**config.mk**
```make
export PLATFORM = sky130hd
export DESIGN_NAME = oversampled_line_code_decoder_core
export DESIGN_NICKNAME = d
export VERILOG_FILES = /design/src/olcd_pkg.sv /design/src/olcd_cfg.sv /design/src/olcd_window.sv /design/src/oversampled_line_code_decoder_core.sv
export VERILOG_INCLUDE_DIRS = /design/src /design/src/src
export SDC_FILE = /design/constraint.sdc
export NUM_CORES = 1
export LEC_CHECK = 0
export BUFFER_PORTS_ARGS = -buffer_cell sky130_fd_sc_hd__buf_2
export CAP_MARGIN = 40
export CORE_ASPECT_RATIO = 0.6
export CORE_MARGIN = 10
export CORE_UTILIZATION = 65
export CTS_BUF_LIST = sky130_fd_sc_hd__clkbuf_8
export DETAILED_ROUTE_END_ITERATION = 16
export HOLD_SLACK_MARGIN = 0.02
export PLACE_DENSITY = 0.84
export SYNTH_ARGS = -nofsm -noshare
export SYNTH_HDL_FRONTEND = slang
export SYNTH_SLANG_ARGS = --single-unit
```
**constraint.sdc**
```tcl
create_clock -name clk -period 13 [get_ports clk]
set_input_delay 0 -clock clk [delete_from_list [all_inputs] [get_ports clk]]
set_output_delay 0 -clock clk [all_outputs]
set_load 0.05 [all_outputs]
```
**src/oversampled_line_code_decoder_core_assert.svh**
```systemverilog
// Assertion macros for the oversampled line-code decoder.
// Expects clk and rst in scope at the point of use.
`ifndef OVERSAMPLED_LINE_CODE_DECODER_CORE_ASSERT_SVH
`define OVERSAMPLED_LINE_CODE_DECODER_CORE_ASSERT_SVH

// Same-cycle implication, checked out of reset.
`define OLCD_ASSERT_SAME(lbl, ante, cons, msg) \
  lbl: assert property (@(posedge clk) disable iff (rst) (ante) |-> (cons)) \
    else $error(msg);

// Next-cycle implication, checked out of reset.
`define OLCD_ASSERT_NEXT(lbl, ante, cons, msg) \
  lbl: assert property (@(posedge clk) disable iff (rst) (ante) |=> (cons)) \
    else $error(msg);

`endif

```
**src/olcd_pkg.sv**
```systemverilog
// Shared types and constants for the oversampled line-code decoder.
// No dependencies.
package olcd_pkg;

  localparam int SAMPLE_WIDTH_DEF = 12;
  localparam int WINDOW_WIDTH_DEF = 10;

  localparam int MODE_W   = 2;
  localparam int THRESH_W = 12;
  localparam int SPB_W    = 10;
  localparam int DUTY_W   = 8;
  localparam int CFG_DW   = 12;
  localparam int CFG_AW   = 2;
  localparam int INDEX_W  = 16;

  // register indexes
  localparam logic [CFG_AW-1:0] REG_MODE   = 2'd0;
  localparam logic [CFG_AW-1:0] REG_THRESH = 2'd1;
  localparam logic [CFG_AW-1:0] REG_SPB    = 2'd2;
  localparam logic [CFG_AW-1:0] REG_DUTY   = 2'd3;

  // mode bits: bit 1 selects RZ, bit 0 selects NRZI among level modes
  localparam int MODE_NRZI_BIT = 0;
  localparam int MODE_RZ_BIT   = 1;

  localparam logic [MODE_W-1:0]   MODE_RST   = 2'd0;
  localparam logic [THRESH_W-1:0] THRESH_RST = 12'd2048;
  localparam logic [SPB_W-1:0]    SPB_RST    = 10'd10;
  localparam logic [DUTY_W-1:0]   DUTY_RST   = 8'd128;

  typedef struct packed {
    logic [MODE_W-1:0]   mode;
    logic [THRESH_W-1:0] level_threshold;
    logic [SPB_W-1:0]    window_len;
    logic [DUTY_W-1:0]   duty_ratio_q8;
  } cfg_t;

  typedef struct packed {
    logic               emit;
    logic               bit_res;
    logic [INDEX_W-1:0] bit_index;
  } res_t;

endpackage

```
**src/olcd_cfg.sv**
```systemverilog
// Configuration register file for the line-code decoder.
// Depends on olcd_pkg.
module olcd_cfg import olcd_pkg::*; (
  input  logic              clk,
  input  logic              rst,
  input  logic              cfg_we,
  input  logic [CFG_AW-1:0] cfg_addr,
  input  logic [CFG_DW-1:0] cfg_wdata,
  output cfg_t              cfg
);

  always_ff @(posedge clk) begin
    if (rst) begin
      cfg.mode            <= MODE_RST;
      cfg.level_threshold <= THRESH_RST;
      cfg.window_len      <= SPB_RST;
      cfg.duty_ratio_q8   <= DUTY_RST;
    end else if (cfg_we) begin
      unique case (cfg_addr)
        REG_MODE:   cfg.mode            <= cfg_wdata[MODE_W-1:0];
        REG_THRESH: cfg.level_threshold <= cfg_wdata[THRESH_W-1:0];
        REG_SPB:    cfg.window_len      <= cfg_wdata[SPB_W-1:0];
        REG_DUTY:   cfg.duty_ratio_q8   <= cfg_wdata[DUTY_W-1:0];
        default: ;
      endcase
    end
  end

endmodule

```
**src/olcd_window.sv**
```systemverilog
// Window tally, frame state and bit decision for one registered sample.
// Depends on olcd_pkg and the assertion macro header.
`include "oversampled_line_code_decoder_core_assert.svh"

module olcd_window import olcd_pkg::*; #(
  parameter int SAMPLE_WIDTH = SAMPLE_WIDTH_DEF,
  parameter int WINDOW_WIDTH = WINDOW_WIDTH_DEF
) (
  input  logic                    clk,
  input  logic                    rst,
  input  cfg_t                    cfg,
  input  logic                    adv,
  input  logic [SAMPLE_WIDTH-1:0] in_sample,
  input  logic                    in_last,
  output res_t                    res
);

  localparam int CMP_W  = (SAMPLE_WIDTH > THRESH_W) ? SAMPLE_WIDTH : THRESH_W;
  localparam int PROD_W = WINDOW_WIDTH + DUTY_W;

  logic [WINDOW_WIDTH-1:0] window_position, window_position_next;
  logic [WINDOW_WIDTH-1:0] high_tally, high_tally_next;
  logic                    previous_level, previous_level_next;
  logic                    frame_begin, frame_begin_next;
  logic [INDEX_W-1:0]      bit_counter, bit_counter_next;

  logic                    rz, nrzi, hi, ref_only, close, level, rz_bit;
  logic [WINDOW_WIDTH-1:0] spb_raw, spb, pos, tally;
  logic [PROD_W-1:0]       duty_prod, tally_scaled;
  logic                    window_clear, frame_clear;

  assign rz   = cfg.mode[MODE_RZ_BIT];
  assign nrzi = cfg.mode[MODE_NRZI_BIT];
  assign hi   = CMP_W'(in_sample) > CMP_W'(cfg.level_threshold);

  assign spb_raw = WINDOW_WIDTH'(cfg.window_len);
  // zero window length acts as one
  assign spb     = (spb_raw == '0) ? WINDOW_WIDTH'(1) : spb_raw;

  assign pos   = window_position + WINDOW_WIDTH'(1);
  assign tally = high_tally + WINDOW_WIDTH'(hi);
  assign close = (pos >= spb) || (pos == '0);

  // first sample of a level-coded frame only sets the reference
  assign ref_only = frame_begin && !rz;

  assign level        = {tally, 1'b0} > {1'b0, spb};
  assign duty_prod    = PROD_W'(cfg.duty_ratio_q8) * PROD_W'(spb);
  assign tally_scaled = {tally, 8'b0};
  assign rz_bit       = tally_scaled > duty_prod;

  always_comb begin
    window_position_next = window_position;
    high_tally_next      = high_tally;
    previous_level_next  = previous_level;
    frame_begin_next     = 1'b0;
    bit_counter_next     = bit_counter;
    res.emit             = 1'b0;
    res.bit_res          = rz ? rz_bit : (nrzi ? (level ^ previous_level) : level);
    res.bit_index        = bit_counter;

    if (ref_only) begin
      previous_level_next = hi;
    end else if (close) begin
      res.emit             = 1'b1;
      if (!rz) previous_level_next = level;
      bit_counter_next     = bit_counter + INDEX_W'(1);
      window_position_next = '0;
      high_tally_next      = '0;
    end else begin
      window_position_next = pos;
      high_tally_next      = tally;
    end

    if (in_last) begin
      window_position_next = '0;
      high_tally_next      = '0;
      bit_counter_next     = '0;
      frame_begin_next     = 1'b1;
    end
  end

  always_ff @(posedge clk) begin
    if (rst) begin
      window_position <= '0;
      high_tally      <= '0;
      previous_level  <= 1'b0;
      frame_begin     <= 1'b1;
      bit_counter     <= '0;
    end else if (adv) begin
      window_position <= window_position_next;
      high_tally      <= high_tally_next;
      previous_level  <= previous_level_next;
      frame_begin     <= frame_begin_next;
      bit_counter     <= bit_counter_next;
    end
  end

  assign window_clear = (window_position == '0) && (high_tally == '0);
  assign frame_clear  = frame_begin && (bit_counter == '0) && (window_position == '0);

  `OLCD_ASSERT_SAME(a_tally_le_pos, 1'b1, high_tally <= window_position, "tally above position")
  `OLCD_ASSERT_NEXT(a_frame_end, adv && in_last, frame_clear, "frame end did not clear state")
  `OLCD_ASSERT_NEXT(a_emit_clears, adv && res.emit, window_clear, "window not restarted after bit")

endmodule

```
**src/oversampled_line_code_decoder_core.sv**
```systemverilog
// Top level of the line-code decoder; uses olcd_pkg, olcd_cfg and olcd_window.
// A bit is valid on m_tdata once the sample closing its window has passed the input and result registers.
// Throughput: one sample per cycle; a full window yields one bit; a held result stalls input.
// The window counter and tally update once per accepted sample, which sets the rate.
// Reset (rst, synchronous): config to NRZ, threshold 2048, 10 samples/bit, duty 128;
// window cleared, frame awaiting its first sample, both stream registers empty.
module oversampled_line_code_decoder_core import olcd_pkg::*; #(
  parameter int SAMPLE_WIDTH = SAMPLE_WIDTH_DEF,
  parameter int WINDOW_WIDTH = WINDOW_WIDTH_DEF
) (
  input  logic                  clk,
  input  logic                  rst,
  input  logic                  s_tvalid,
  output logic                  s_tready,
  input  logic [((SAMPLE_WIDTH+7)/8)*8-1:0] s_tdata,  // [SAMPLE_WIDTH-1:0] sample
  input  logic                  s_tlast,   // last_sample
  output logic                  m_tvalid,
  input  logic                  m_tready,
  output logic [23:0]           m_tdata,   // [0] bit_res, [16:1] bit_index
  input  logic                  cfg_we,
  input  logic [CFG_AW-1:0]     cfg_addr,
  input  logic [CFG_DW-1:0]     cfg_wdata
);

  cfg_t                    cfg;
  res_t                    res;
  logic                    in_valid, in_last, adv;
  logic [SAMPLE_WIDTH-1:0] in_sample;
  logic                    out_bit;
  logic [INDEX_W-1:0]      out_index;

  olcd_cfg u_cfg (
    .clk       (clk),
    .rst       (rst),
    .cfg_we    (cfg_we),
    .cfg_addr  (cfg_addr),
    .cfg_wdata (cfg_wdata),
    .cfg       (cfg)
  );

  // item in the input register is processed once the result register has room
  assign adv      = in_valid && (!m_tvalid || m_tready);
  assign s_tready = !in_valid || adv;

  always_ff @(posedge clk) begin
    if (rst) begin
      in_valid <= 1'b0;
    end else if (s_tready) begin
      in_valid <= s_tvalid;
    end
  end

  always_ff @(posedge clk) begin
    if (s_tvalid && s_tready) begin
      in_sample <= s_tdata[SAMPLE_WIDTH-1:0];
      in_last   <= s_tlast;
    end
  end

  olcd_window #(
    .SAMPLE_WIDTH (SAMPLE_WIDTH),
    .WINDOW_WIDTH (WINDOW_WIDTH)
  ) u_window (
    .clk       (clk),
    .rst       (rst),
    .cfg       (cfg),
    .adv       (adv),
    .in_sample (in_sample),
    .in_last   (in_last),
    .res       (res)
  );

  always_ff @(posedge clk) begin
    if (rst) begin
      m_tvalid <= 1'b0;
    end else if (adv && res.emit) begin
      m_tvalid <= 1'b1;
    end else if (m_tready) begin
      m_tvalid <= 1'b0;
    end
  end

  always_ff @(posedge clk) begin
    if (adv && res.emit) begin
      out_bit   <= res.bit_res;
      out_index <= res.bit_index;
    end
  end

  assign m_tdata = {7'b0, out_index, out_bit};

endmodule
```
==> results.json <==
{
  "final_nets": 1108,
  "end_kind": "flip-flop",
  "p_sw_share_pct": 29.6,
  "h-tree-depth": 3,
  "cts.sinks": 102,
  "grt_pass1_wl_microns": 32500,
  "syn_area_sq_um": 8020,
  "avgRoutedWirePerCell_microns": 17.7,
  "cts_max_path_buffers": 2,
  "rsz0062_at_grt": "no",
  "drv_cap": 0,
  "fmax_mhz": 142,
  "synth_top_area_cell": "dfxtp_1",
  "cts_made_buffers": 9,
  "vias": 6598,
  "avgSynthCellArea_sq_um": 9.09,
  "fp.dieH_microns": 106,
  "fin_util_pct": 72.9,
  "gp_congestion": 0.898,
  "track_usage_pct": 23.1,
  "power_leakage_nw": 3.93,
  "cts_tree": "done",
  "synth_cell_types": 75,
  "power-per-cell-area_nw_per_um2": 72.9,
  "use_met1_pct": 35.0,
  "fin_tns_setup_ns": 0,
  "cts_root_buf": "clkbuf_8",
  "ff_latch_area_sq_um": 2340,
  "multiInputGateArea_sq_um": 5130,
  "required_ns": 13.08,
  "dr.pass1.iters": 6,
  "clock_skew_ns": 0.0260,
  "seq_area_frac_synth_pct": 29.2,
  "critPathArrivalTime_ns": 7.10,
  "synth_common_cells": "inv_1, nand2_1, ha_1, dfxtp_1, and2_1",
  "first_iter_violations": 843,
  "path_class": "reg -> reg",
  "netlist.area_leader.share_pct": 18.0,
  "yosys_warnings": 0,
  "insertion_delay_ns": 0.39,
  "placed_area_sq_um": 8330,
  "status": "complete, no violations",
  "busiest_layer": "met1",
  "dp.final_hpwl_microns": 14600,
  "start_util_pct": 66.5,
  "dieWidth_microns": 163,
  "min_path_type": "in -> reg",
  "viasPerCell": 5.93,
  "drc": 0,
  "grt.met2_usage_pct": 31.9,
  "final_cell_area_sq_um": 8800,
  "synth-seq-cells": 102,
  "fp-row-count": 31,
  "yosys_most_used_dff": "dfxtp_1",
  "p_clk_share_pct": 29.7,
  "die_area_sq_um": 17300,
  "area_growth_pct": 9.66,
  "postRouteAntennaNets": 0,
  "critPathLaunchType": "flip-flop",
  "synth.most_common_cell": "inv_1",
  "async_reset_ff_share_pct": 0,
  "vdd_drop_max_mv": 0.0607,
  "power_switching_w": 0.000190,
  "period_share_pct": 54.0,
  "fin_cells": 1112,
  "grt_pass1_vias": 6165,
  "min_period_ns": 7.02,
  "dp.cells": 1067,
  "synth_enable_flop_cells": 30,
  "cp_max_fo": 11,
  "pwr-share-seq_pct": 54.5,
  "finalSetupViolations": 0,
  "post_cts_resized": 0,
  "fillers": 843,
  "finalHoldViolCount": 0,
  "fin_ws_ns": 5.98,
  "met3_usage_pct": 6.59,
  "grt_overflow": 0,
  "drive_gt1_share_pct": 9.94,
  "max_slew_margin_pct": 42.6,
  "io_buffers": 50,
  "synthTopCellsByArea": "dfxtp_1, ha_1, fa_1",
  "dp_slack_ns": 6.14,
  "tightest_slew_ns": 0.855,
  "p_int_w": 0.000452,
  "grt_max_degree": 32,
  "final-max-slew-violation-count": 0,
  "routed_wirelength_microns": 19700,
  "syn_inst": 882,
  "clk_pin_slew_worst_paths_ns": 0.11,
  "antenna_found_initial": 1,
  "p_comb_share_pct": 15.8,
  "io_pins": 62,
  "fp.coreArea_sq_um": 12100
}
[area by class of cell]
class                           instances  area share [%]
Sequential cell                       102            26.6
Multi-Input combinational cell        649            58.3
Tap cell                              165            2.35
Antenna cell                            1          0.0284
Clock inverter                          7           0.669
Inverter                               98            4.18
Clock buffer                            9            1.41
Timing Repair Buffer                   81            6.43
[critical path: stages, from the launching register on]
cell	delay, ns
dfxtp_1	0.46
nor4_1	0.30
a41oi_1	0.17
inv_1	0.19
nand2_1	0.10
fa_1	0.52
fa_1	0.54
inv_1	0.05
fa_1	0.53
inv_1	0.05
fa_1	0.55
inv_1	0.05
ha_1	0.33
o21a_1	0.14
o31a_1	0.21
o221ai_1	0.18
a31oi_1	0.31
and4_1	0.24
nor3_1	0.06
ha_1	0.32
nand4_1	0.15
or4_1	0.53
a2111oi_0	0.50
o22ai_1	0.23
[power by group through the flow]
| stage | Clock [W] | Combinational, W | Sequential, W |
|---|---|---|---|
| floorplan | 0 | 0.0000723 | 0.000349 |
| global placement | 0 | 0.0000880 | 0.000356 |
| detailed placement | 0 | 0.0000910 | 0.000356 |
| CTS | 0.000191 | 0.0000982 | 0.000349 |
| global route | 0.000207 | 0.000113 | 0.000351 |
| finish | 0.000191 | 0.000101 | 0.000349 |
[metal layers]
| layer | vias up | wire length [microns] |
|---|---|---|
| met3 | 23 | 2330 |
| li1 | 3148 | - |
| met1 | 3070 | 9240 |
| met2 | 357 | 7900 |
| met5 | - | 0 |
| met4 | 0 | 226 |
[path summary, 6_finish.rpt]
path,slack [ns],depth (start not counted),end,start
worst min register to register,0.45,0,out_index[7]$_DFFE_PP_,u_window.bit_counter[7]$_SDFFE_PP0P_
worst min-delay path,0.05,2,u_cfg.cfg[13]$_SDFFE_PP0P_,rst
worst max register to register,5.98,23,out_bit$_DFFE_PP_,u_cfg.cfg[15]$_SDFFE_PP0P_
worst max-delay path,5.98,23,out_bit$_DFFE_PP_,u_cfg.cfg[15]$_SDFFE_PP0P_
[sequential cells by signal (all words and copies together) (netlist names), 10 cells and up]
register                  count
in_sample                    12
u_window.window_position     10
u_window.bit_counter         16
out_index                    16
u_window.high_tally          10
u_cfg.cfg                    32
[kinds of logic (layout without fill, tap and decap cells)]
kind of cell    count (synthesis)  count (layout)  synth area share (%)
buf+inv                       137             195                  7.14
other cells                     1               8                0.0467
xor+xnor                       26              26                  2.84
fa+ha+maj                     131             131                  24.9
compound gates                162             162                  14.0
mux                            16              16                  2.04
flops                         102             102                  29.2
simple gates                  307             307                  19.8
[what timing repair did]
| action | 4_1_cts | 5_1_grt |
|---|---|---|
| hold buffers | 28 | 0 |
| endpoints found under the hold margin | 47 | 0 |
| buffers inserted | 0 | 0 |
[metrics by stage]
step / hold WS (ns) / power, W
after floorplan: 0.0989 / 0.000422
after global placement: 0.177 / 0.000444
final: 0.0514 / 0.000642
after detailed placement: 0.178 / 0.000447
after global routing: 0.0454 / 0.000671
after CTS: 0.0303 / 0.000638
[cells in the final DEF (no fill, tap or decap), types with 9 or more instances in the layout]
master,n
buf_2,50
ha_1,83
a32oi_1,15
inv_1,99
nor3_1,13
a21oi_1,46
xor2_1,13
nor2_1,50
mux2i_1,15
and2_1,65
a31oi_1,10
and3_1,13
nand2_1,86
fa_1,48
nor2b_1,12
nand4_1,13
dfxtp_1,72
dlygate4sd3_1,28
xnor2_1,13
clkbuf_8,9
o21ai_0,29
edfxtp_1,30
nand3_1,17
No activity file was read; power rests on OpenSTA's default activity.
